**src/atrp_pkg.sv**
```systemverilog
package atrp_pkg;

  localparam int MAX_LINES    = 16;
  localparam int MAX_LINE_LEN = 128;

  // the line counter is 5 bits wide, so the usable limit saturates at 31
  localparam int LINE_CAP = (MAX_LINES < 31) ? MAX_LINES : 31;

  localparam logic [7:0] CH_LF   = 8'h0A;
  localparam logic [7:0] CH_CR   = 8'h0D;
  localparam logic [7:0] CH_SP   = 8'd32;
  localparam logic [7:0] CH_TILD = 8'd126;
  localparam logic [7:0] CH_O    = 8'h4F;
  localparam logic [7:0] CH_E    = 8'h45;
  localparam logic [7:0] CH_PLUS = 8'h2B;
  localparam logic [7:0] CH_K    = 8'h4B;
  localparam logic [7:0] CH_R    = 8'h52;

  localparam logic [1:0] ST_BUSY = 2'd0;
  localparam logic [1:0] ST_DONE = 2'd1;
  localparam logic [1:0] ST_ERR  = 2'd2;

  localparam logic [4:0] LINE_CAP_V = 5'(LINE_CAP);
  localparam logic [7:0] LINE_LEN_V = 8'(MAX_LINE_LEN);

  typedef struct packed {
    logic done;
    logic ok;
    logic err;
  } atrp_verdict_t;

endpackage

```
**src/at_response_parser.sv**
```systemverilog
// AT response parser. Each received byte is one transfer on s_*, and each
// produces exactly one result transfer on m_*: a status (not ready, response
// complete, syntax error), an OK/ERROR flag valid on completion, and the
// count of LF-terminated lines so far. Throughput is one byte per clock
// unless m_tready stalls the output. A byte passes the input register,
// then the result register; parser state, line count and line position
// update per byte between them. s_tready depends combinationally on m_tready.
module at_response_parser (
  input  logic       clk,
  input  logic       rst,
  input  logic       s_tvalid,
  output logic       s_tready,
  input  logic [7:0] s_tdata,   // [7:0] in_byte
  output logic       m_tvalid,
  input  logic       m_tready,
  output logic [7:0] m_tdata    // [1:0] status, [2] is_ok, [7:3] lines_seen
);
  import atrp_pkg::*;

  logic          in_valid;
  logic [7:0]    in_byte;
  logic          advance;
  atrp_verdict_t verdict;
  logic [4:0]    lines_now;
  logic [1:0]    status_now;
  logic [7:0]    out_data;

  assign advance  = in_valid && (!m_tvalid || m_tready);
  assign s_tready = !in_valid || advance;

  always_ff @(posedge clk) begin
    if (rst) begin
      in_valid <= 1'b0;
    end else if (s_tready) begin
      in_valid <= s_tvalid;
    end
  end

  always_ff @(posedge clk) begin
    if (s_tvalid && s_tready) begin
      in_byte <= s_tdata;
    end
  end

  atrp_parse u_parse (
    .clk     (clk),
    .rst     (rst),
    .en      (advance),
    .in_byte (in_byte),
    .verdict (verdict)
  );

  atrp_lines u_lines (
    .clk        (clk),
    .rst        (rst),
    .en         (advance),
    .in_byte    (in_byte),
    .verdict    (verdict),
    .lines_seen (lines_now)
  );

  always_comb begin
    if (verdict.err) status_now = ST_ERR;
    else if (verdict.done) status_now = ST_DONE;
    else status_now = ST_BUSY;
  end

  always_ff @(posedge clk) begin
    if (rst) begin
      m_tvalid <= 1'b0;
    end else if (advance) begin
      m_tvalid <= 1'b1;
    end else if (m_tready) begin
      m_tvalid <= 1'b0;
    end
  end

  always_ff @(posedge clk) begin
    if (advance) begin
      out_data <= {lines_now, verdict.done & verdict.ok, status_now};
    end
  end

  assign m_tdata = out_data;

endmodule

```
**src/atrp_parse.sv**
```systemverilog
module atrp_parse (
  input  logic                   clk,
  input  logic                   rst,
  input  logic                   en,
  input  logic [7:0]             in_byte,
  output atrp_pkg::atrp_verdict_t verdict
);
  import atrp_pkg::*;

  localparam logic [4:0] PS_START   = 5'd0;
  localparam logic [4:0] PS_CR1     = 5'd1;
  localparam logic [4:0] PS_LF1     = 5'd2;
  localparam logic [4:0] PS_OK_O    = 5'd3;
  localparam logic [4:0] PS_ERR_E   = 5'd4;
  localparam logic [4:0] PS_PLUS    = 5'd5;
  localparam logic [4:0] PS_TEXT    = 5'd6;
  localparam logic [4:0] PS_TEXT_CR = 5'd7;
  localparam logic [4:0] PS_TEXT_LF = 5'd8;
  localparam logic [4:0] PS_END_CR  = 5'd9;
  localparam logic [4:0] PS_END_LF  = 5'd10;
  localparam logic [4:0] PS_ERR_R1  = 5'd11;
  localparam logic [4:0] PS_ERR_R2  = 5'd12;
  localparam logic [4:0] PS_ERR_O   = 5'd13;
  localparam logic [4:0] PS_ERR_R3  = 5'd14;
  localparam logic [4:0] PS_ERR_CR  = 5'd15;
  localparam logic [4:0] PS_OK_K    = 5'd16;
  localparam logic [4:0] PS_OK_CR   = 5'd17;

  logic [4:0] state;
  logic [4:0] step;
  logic [4:0] state_next;
  logic       prn;
  logic       err;
  logic       done;
  logic       ok;

  assign prn = in_byte inside {[CH_SP:CH_TILD]};

  always_comb begin
    step = state;
    err  = 1'b0;
    done = 1'b0;
    ok   = 1'b0;
    case (state)
      PS_CR1: begin
        if (in_byte == CH_LF) step = PS_LF1; else err = 1'b1;
      end
      PS_LF1: begin
        if (in_byte == CH_O) step = PS_OK_O;
        else if (in_byte == CH_E) step = PS_ERR_E;
        else if (in_byte == CH_PLUS) step = PS_PLUS;
        else err = 1'b1;
      end
      PS_OK_O: begin
        if (in_byte == CH_K) step = PS_OK_K; else err = 1'b1;
      end
      PS_ERR_E: begin
        if (in_byte == CH_R) step = PS_ERR_R1; else err = 1'b1;
      end
      PS_PLUS: begin
        if (prn) step = PS_TEXT; else err = 1'b1;
      end
      PS_TEXT: begin
        if (in_byte == CH_CR) step = PS_TEXT_CR;
        else if (prn) step = PS_TEXT;
        else err = 1'b1;
      end
      PS_TEXT_CR: begin
        if (in_byte == CH_LF) step = PS_TEXT_LF; else err = 1'b1;
      end
      PS_TEXT_LF: begin
        if (in_byte == CH_CR) step = PS_END_CR;
        else if (in_byte == CH_PLUS) step = PS_PLUS;
        else err = 1'b1;
      end
      PS_END_CR: begin
        if (in_byte == CH_LF) step = PS_END_LF; else err = 1'b1;
      end
      PS_END_LF: begin
        if (in_byte == CH_O) step = PS_OK_O;
        else if (in_byte == CH_E) step = PS_ERR_E;
        else err = 1'b1;
      end
      PS_ERR_R1: begin
        if (in_byte == CH_R) step = PS_ERR_R2; else err = 1'b1;
      end
      PS_ERR_R2: begin
        if (in_byte == CH_O) step = PS_ERR_O; else err = 1'b1;
      end
      PS_ERR_O: begin
        if (in_byte == CH_R) step = PS_ERR_R3; else err = 1'b1;
      end
      PS_ERR_R3: begin
        if (in_byte == CH_CR) step = PS_ERR_CR; else err = 1'b1;
      end
      PS_ERR_CR: begin
        if (in_byte == CH_LF) done = 1'b1; else err = 1'b1;
      end
      PS_OK_K: begin
        if (in_byte == CH_CR) step = PS_OK_CR; else err = 1'b1;
      end
      PS_OK_CR: begin
        if (in_byte == CH_LF) begin
          done = 1'b1;
          ok   = 1'b1;
        end else begin
          err = 1'b1;
        end
      end
      default: begin
        if (in_byte == CH_CR) step = PS_CR1; else err = 1'b1;
      end
    endcase
  end

  // a syntax error leaves the parser waiting for the same thing
  always_comb begin
    if (done) state_next = PS_START;
    else if (err) state_next = state;
    else state_next = step;
  end

  always_ff @(posedge clk) begin
    if (rst) begin
      state <= PS_START;
    end else if (en) begin
      state <= state_next;
    end
  end

  assign verdict.done = done;
  assign verdict.ok   = ok;
  assign verdict.err  = err;

endmodule

```
**src/atrp_lines.sv**
```systemverilog
module atrp_lines (
  input  logic                   clk,
  input  logic                   rst,
  input  logic                   en,
  input  logic [7:0]             in_byte,
  input  atrp_pkg::atrp_verdict_t verdict,
  output logic [4:0]             lines_seen
);
  import atrp_pkg::*;

  logic [7:0] char_pos;
  logic [7:0] char_pos_next;
  logic [4:0] line_total;
  logic [4:0] line_total_next;

  // counting freezes at the line limit or at a full-length line
  always_comb begin
    char_pos_next   = char_pos;
    line_total_next = line_total;
    if (line_total < LINE_CAP_V && char_pos < LINE_LEN_V) begin
      if (in_byte == CH_LF) begin
        line_total_next = line_total + 5'd1;
        char_pos_next   = '0;
      end else begin
        char_pos_next = char_pos + 8'd1;
      end
    end
  end

  assign lines_seen = line_total_next;

  always_ff @(posedge clk) begin
    if (rst) begin
      char_pos   <= '0;
      line_total <= '0;
    end else if (en) begin
      if (verdict.done) begin
        char_pos   <= '0;
        line_total <= '0;
      end else begin
        char_pos   <= char_pos_next;
        line_total <= line_total_next;
      end
    end
  end

endmodule

```
**config.mk**
```make
export PLATFORM = sky130hd
export DESIGN_NAME = at_response_parser
export DESIGN_NICKNAME = d
export VERILOG_FILES = /design/src/atrp_pkg.sv /design/src/at_response_parser.sv /design/src/atrp_parse.sv /design/src/atrp_lines.sv
export SDC_FILE = /design/constraint.sdc
export NUM_CORES = 1
export LEC_CHECK = 0
export BUFFER_PORTS_ARGS = -buffer_cell sky130_fd_sc_hd__buf_2
export CAP_MARGIN = 15
export CORE_MARGIN = 2
export CORE_UTILIZATION = 50
export CTS_BUF_LIST = sky130_fd_sc_hd__clkbuf_16
export DETAILED_ROUTE_END_ITERATION = 8
export PLACE_DENSITY = 0.7
export SLEW_MARGIN = 20
export SYNTH_ARGS = -nofsm -noshare
export SYNTH_HDL_FRONTEND = slang
export SYNTH_SLANG_ARGS = --single-unit
```
**constraint.sdc**
```tcl
create_clock -name clk -period 3.26 [get_ports clk]
set_input_delay 0.652 -clock clk [delete_from_list [all_inputs] [get_ports clk]]
set_output_delay 0.652 -clock clk [all_outputs]
set_load 0.1 [all_outputs]
```
Word level (Yosys, flattened, before mapping)
Cells that the tools add are included.
{ "totals": {"ff_bits": 36, "latchBits": 0, "ram_bits": 0, "rom_bits": 0, "elab_cells": 116, "n_memories": 0} }
{ "classes": {"add_sub_neg": 2, "n_mul": 0, "div_mod_pow": 0, "order_cmp": 4, "eq_ne": 37, "shifts": 0, "muxes": 48, "n_bitwise": 1, "n_reduce_logical": 16} }
{ "op_table": {"columns": ["cell", "count"], "rows": [
  ["2-to-1 mux 5 bit", 24],
  ["one-hot mux 5 bit (16 select lines)", 1],
  ["equality test 5 x 4 -> 1 bit, second input constant", 8],
  ["equality test 8 x 7 -> 1 bit, second input constant", 4],
  ["inequality test 3 x 1 -> 1 bit, second input constant", 10],
  ["2-to-1 mux 8 bit", 3],
  ["equality test 5 x 3 -> 1 bit, second input constant", 4],
  ["2-to-1 mux 1 bit", 19],
  ["equality test 8 x 4 -> 1 bit, second input constant", 2],
  ["AND reduction 15 bit", 1],
  ["nonzero test 15 bit", 1],
  ["equality test 5 x 2 -> 1 bit, second input constant", 2],
  ["equality test 5 bit, second input constant", 2],
  ["one-hot mux 1 bit (9 select lines)", 1],
  ["adder 8 x 1 -> 8 bit, second input constant", 1],
  ["equality test 8 x 6 -> 1 bit, second input constant", 1],
  ["greater-or-equal comparator 8 x 6 -> 1 bit, second input constant", 1],
  ["less-or-equal comparator 8 x 7 -> 1 bit, second input constant", 1],
  ["< comparator 8 bit, second input constant", 1],
  ["adder 5 x 1 -> 5 bit, second input constant", 1],
  ["equality test 5 x 1 -> 1 bit, second input constant", 1],
  ["< comparator 5 bit, second input constant", 1],
  ["OR reduction 5 bit", 1],
  ["logical AND 1 bit", 4],
  ["other kinds (10)", 13]
]} }

Depth between registers and ports, before layout
{ "depth": {"depth_word": 7, "depth_mapped": 11, "depth_no_buf": 7} }

Cells and area by module
A second synthesis with hierarchy kept.
{ "unflattened": {"hier_cells": 266, "hier_area_um2": 2413.6} }
{ "by_module_without_submodules": {"columns": ["module", "instances", "cells_per_inst", "area_each_um2", "seq_area_each_um2"], "rows": [
  ["atrp_parse", 1, 149, 1049.8, 100.1],
  ["atrp_lines", 1, 89, 767.0, 260.2],
  ["at_response_parser", 1, 28, 596.8, 520.5]
]} }

Least setup slack after synthesis
OpenSTA, ideal clock, no wires.
{ "synth_timing": {"path_type": "flip-flop to flip-flop", "from": "register m_tvalid", "to": "register in_byte[0] (enable)", "setup_ps": 279, "arrival_ps": 2316, "t_required_ps": 2981, "path_slack_ps": 665, "stages_incl_launch_ff": 4, "n_path_buf": 0, "path_cell_list": "dfxtp_1 -> nor2b_1 -> nand2_1 -> and2_1"} }
{ "synth_between": {"elab_chain_cells": 5} }
{ "synth_lines": {"columns": ["item", "line_no", "text"], "rows": [
  ["start: declaration", "at_response_parser.sv:14", "output logic m_tvalid,"],
  ["start signal: assignment", "at_response_parser.sv:70", "m_tvalid <= 1'b0;"],
  ["start signal: assignment", "at_response_parser.sv:72", "m_tvalid <= 1'b1;"],
  ["start signal: assignment", "at_response_parser.sv:74", "m_tvalid <= 1'b0;"],
  ["zero test 1 bit", "at_response_parser.sv:28", "assign advance = in_valid && (!m_tvalid || m_tready);"],
  ["logical OR 1 bit", "at_response_parser.sv:28", null],
  ["logical AND 1 bit", "at_response_parser.sv:28", null],
  ["logical OR 1 bit", "at_response_parser.sv:29", "assign s_tready = !in_valid || advance;"],
  ["net s_tready", "at_response_parser.sv:12", "output logic s_tready,"],
  ["logical AND 1 bit", "at_response_parser.sv:40", "if (s_tvalid && s_tready) begin"],
  ["end signal: assignment", "at_response_parser.sv:41", "in_byte <= s_tdata;"],
  ["end: declaration", "at_response_parser.sv:21", "logic [7:0] in_byte;"]
]} }
The timed path passes the listed nets, and every way through them passes these cells.
A chain may end at the register's enable or synchronous reset.

Worst setup path in the final report
{ "layout_timing": {"from": "register in_byte[5]", "to": "register u_parse.state[2]"} }
{ "layout_between": {"elab_chain_cells": 7, "elab_cells_between_ends": 51} }
{ "layout_lines": {"columns": ["item", "line_no", "text"], "rows": [
  ["greater-or-equal comparator 8 x 6 -> 1 bit, or another cell as far along", "atrp_parse.sv:37", "assign prn = in_byte inside {[CH_SP:CH_TILD]};"],
  ["logical AND 1 bit, or another cell as far along", "atrp_parse.sv:37", null],
  ["2-to-1 mux 1 bit, or another cell as far along", "atrp_parse.sv:61, atrp_parse.sv:65", null],
  ["2-to-1 mux 1 bit, or another cell as far along", "atrp_parse.sv:64", "if (in_byte == CH_CR) step = PS_TEXT_CR;"],
  ["one-hot mux 1 bit (9 select lines) / one-hot mux 5 bit (16 select lines) (equally long branches)", "atrp_parse.sv:44", "case (state)"],
  ["inequality test 2 bit (no source line) / 2-to-1 mux 5 bit (equally long branches)", null, null],
  ["AND reduction 15 bit (no source line) / 2-to-1 mux 5 bit (equally long branches)", null, null],
  ["end signal: assignment", "atrp_parse.sv:127", "state <= state_next;"],
  ["end: declaration", "atrp_parse.sv:29", "logic [4:0] state;"]
]} }
Several ways; a longest one is shown, not always the timed one. The select of a mux whose other input is x is not followed.

==> impl_metrics.py <==
metrics = {
    "status": {
        "status": "finished, final reports clean",
    },
    "floorplan": {
        "start_util_pct": 51.1,
        "die_y_um": 67.5,
        "die_area_sq_um": 4560,
        "io_pins": 22,
        "die_w_um": 67.5,
        "placeableCoreArea_sq_um": 3940,
        "rows": 23,
    },
    "worst_hold_path": {
        "hold_path.class": "flop to flop",
        "min_from": "u_lines.char_pos[4]",
    },
    "cells_and_area": {
        "antennaDiodeCount": 0,
        "nFillCells": 358,
        "drive_gt1_share_pct": 15.6,
        "syn_to_final_growth_pct": 12.9,
        "nets": 250,
    },
    "global_route": {
        "antenna_found_initial": 0,
        "grt_usage_pct": 19.6,
        "overflow": 0,
        "grt_max_degree": 22,
        "grt_pass1_vias": 1523,
        "grt_pass1_wl_um": 6820,
    },
    "synth": {
        "synth_nets": 232,
        "synth_seq_cells": 36,
        "syn_inst": 218,
        "yosysSeqAreaShare_pct": 43.7,
        "synth_top_area_cell": "edfxtp_1",
        "syn-cell-area_sq_um": 2020,
        "ys.flop_type": "dfxtp_1",
        "ys_async_sr_fraction_pct": 0,
        "yosysWarnings": 0,
        "synthTopCellsByArea": "edfxtp_1, dfxtp_1, nor2_1",
        "yosys.cell_types.count": 56,
        "synth_edf_count": 16,
        "synth_top_area_share_pct": 23.8,
        "avgSynthCellArea_sq_um": 9.25,
    },
    "sta": {
        "fmax_ghz": 0.374,
        "fin_skew_ns": 0.00395,
        "setup_viol": 0,
        "period_needed_ns": 2.68,
        "setup-tns-final_ns": 0,
        "fin_ws_ns": 0.585,
        "worst_pin_slew_ns": 0.619,
        "finalMaxSlewViolations": 0,
        "min_period_over_period_pct": 82.1,
        "rsz0062_at_grt": "no",
        "slew_headroom_pct": 58.6,
        "final_hold_viol_count": 0,
    },
    "worst_setup_path": {
        "crit_type": "flop to flop",
        "cp-end-kind": "flop",
        "cpMaxStageDelayCell": "or4b_4",
        "cp.required_ns": 3.42,
        "cp-start-kind": "flop",
        "critical_path.startpoint": "in_byte[5]",
        "cp_top_family": "simple AND/OR/NAND/NOR gates",
        "max_stage_delay_ns": 0.60,
        "path_cells": "or4b_4, nor4_2, o41ai_1, a211oi_2, a31oi_2, or2_4, mux2_4",
        "path_buf_inv": 0,
        "rr_startpoint": "in_byte[5]",
        "cp.arrival_ns": 2.83,
        "cp_max_fo": 7,
    },
    "clock_tree": {
        "cts-htree-levels": 2,
        "clock_path_buffers": 2,
        "post_cts_buffers": 0,
        "cts_buffers": 5,
        "cts_resized": 0,
        "cts_root_buffer": "clkbuf_16",
        "cts.clk_slew.worst_paths_ns": 0.05,
        "ctsHoldBuffers": 0,
        "clock-sinks": 36,
        "cts_tree": "built",
        "clock_latency_ns": 0.27,
    },
    "placed_design": {
        "pre_cts_slack_ns": 0.591,
        "hpwl_um": 2840,
        "place_congestion": 0.882,
        "portBuffers": 21,
    },
    "job": {
        "maxCapViolCount": 0,
    },
    "detailed_routing": {
        "routedWlPerCell_um": 13.8,
        "detail-route-antenna-nets": 0,
        "drt-total-wl_um": 3960,
        "vias": 1712,
        "drc": 0,
        "drt_pass1_iterations": 4,
        "vias_per_cell": 5.97,
        "drt_iter0_drc": 133,
    },
    "power": {
        "p_per_area_nw_per_um2": 452,
        "ir_worst_vdd_v": 0.000378,
        "p_leak_nw": 0.832,
    },
}
[worst min-delay path, delay by kind of cell, from the launching register on]
| family | cells | cell delay [ns] |
|---|---|---|
| flip-flops | 1 | 0.33 |
| XOR/XNOR | 1 | 0.07 |
| AND/OR/NAND/NOR | 1 | 0.07 |
[sequential cells by signal, indices dropped and copies added (netlist names)]
| register | flops |
|---|---|
| in_byte | 8 |
| m_tdata | 8 |
| u_lines.char_pos | 8 |
| u_lines.line_total | 5 |
| u_parse.state | 5 |
| in_valid | 1 |
| m_tvalid | 1 |
[Yosys cell counts (2+ instances only)]
master	number
inv_1	6
o221a_1	2
or3_1	3
nor2b_1	2
nor2_1	29
nor4_1	4
nand3b_1	2
a22oi_1	3
nand2b_1	4
nand4b_1	3
a31oi_1	3
xnor2_1	3
nor4b_1	3
nand2_1	16
nand4_1	5
mux2i_1	2
dfxtp_1	20
and2_1	5
nand3_1	11
buf_2	2
o21ai_0	5
a32oi_1	2
edfxtp_1	16
ha_1	2
nor3_1	9
a21oi_1	8
clkbuf_1	7
or4b_1	2
xor2_1	7
and3_1	4
o211ai_1	2
a211oi_1	2
[cell families after synthesis]
| family | Yosys count | synth area share, % |
|---|---|---|
| AND/OR/NAND/NOR | 107 | 28.6 |
| AO/OA/AOI/OAI | 42 | 16.1 |
| flip-flops | 36 | 43.7 |
| buffers and inverters | 17 | 3.66 |
| XOR/XNOR | 10 | 4.35 |
| multiplexers | 4 | 2.30 |
| adder cells (fa/ha/maj) | 2 | 1.24 |
[worst paths after layout]
check / end / slack, ns / cells after the start
worst min register to register: u_lines.char_pos[4] / 0.51 / 2
worst min-delay path: u_lines.char_pos[4] / 0.51 / 2
worst max register to register: u_parse.state[2] / 0.58 / 7
worst max-delay path: u_parse.state[2] / 0.58 / 7
[cell usage in the layout, fill, tap and decap left out, drive strengths merged, types with 3 or more instances in the layout]
cell type / n
nand4: 5
nand2: 16
a22oi: 3
nand4b: 3
nand2b: 4
o21ai: 5
a21oi: 8
nor4: 5
nor4b: 3
inv: 7
and2: 5
nand3: 11
xnor2: 3
or3: 3
clkbuf: 5
nor3: 9
a211oi: 3
xor2: 7
and3: 4
buf: 22
or4b: 3
a31oi: 4
dfxtp: 20
nor2: 29
edfxtp: 16
[layout make-up]
cell class / count / area (sq um) / area share, %
timing repair buffer: 22 / 113 / 4.95
tap: 50 / 62.6 / 2.75
inverter: 6 / 22.5 / 0.990
clock buffer: 5 / 125 / 5.50
clock inverter: 3 / 11.3 / 0.495
sequential: 36 / 881 / 38.7
multi-input combinational: 165 / 1060 / 46.6
[per-stage QoR]
| step | instance area, sq um | instances | util, % | total power, mW | hold WS (ns) |
|---|---|---|---|---|---|
| after detailed placement | 2140 | 279 | 54.3 | 0.600 | 0.468 |
| after CTS | 2280 | 287 | 57.7 | 1.03 | 0.509 |
| after global placement | 2140 | 279 | 54.3 | 0.601 | 0.457 |
| after global routing | 2280 | 287 | 57.7 | 1.06 | 0.543 |
| after floorplan | 2020 | 218 | - | 0.576 | 0.441 |
| final | 2280 | 287 | 57.7 | 1.03 | 0.506 |
[routing by layer]
metal / global-route usage, % / up-vias / share of wire [%]
li1: - / 855 / -
met2: 30.0 / 60 / 47
met5: 0 / - / 0
met3: 5.50 / 4 / 5.7
met4: 7.14 / 0 / 0.73
met1: 26.3 / 793 / 47
[power by group]
part	internal [mW]	switching (mW)	total, mW
Clock	0.274	0.162	0.437
Combinational	0.0245	0.0675	0.0920
Sequential	0.487	0.0128	0.500
Total	0.786	0.242	1.03
Note: power is estimated with default switching activity, not from simulation.
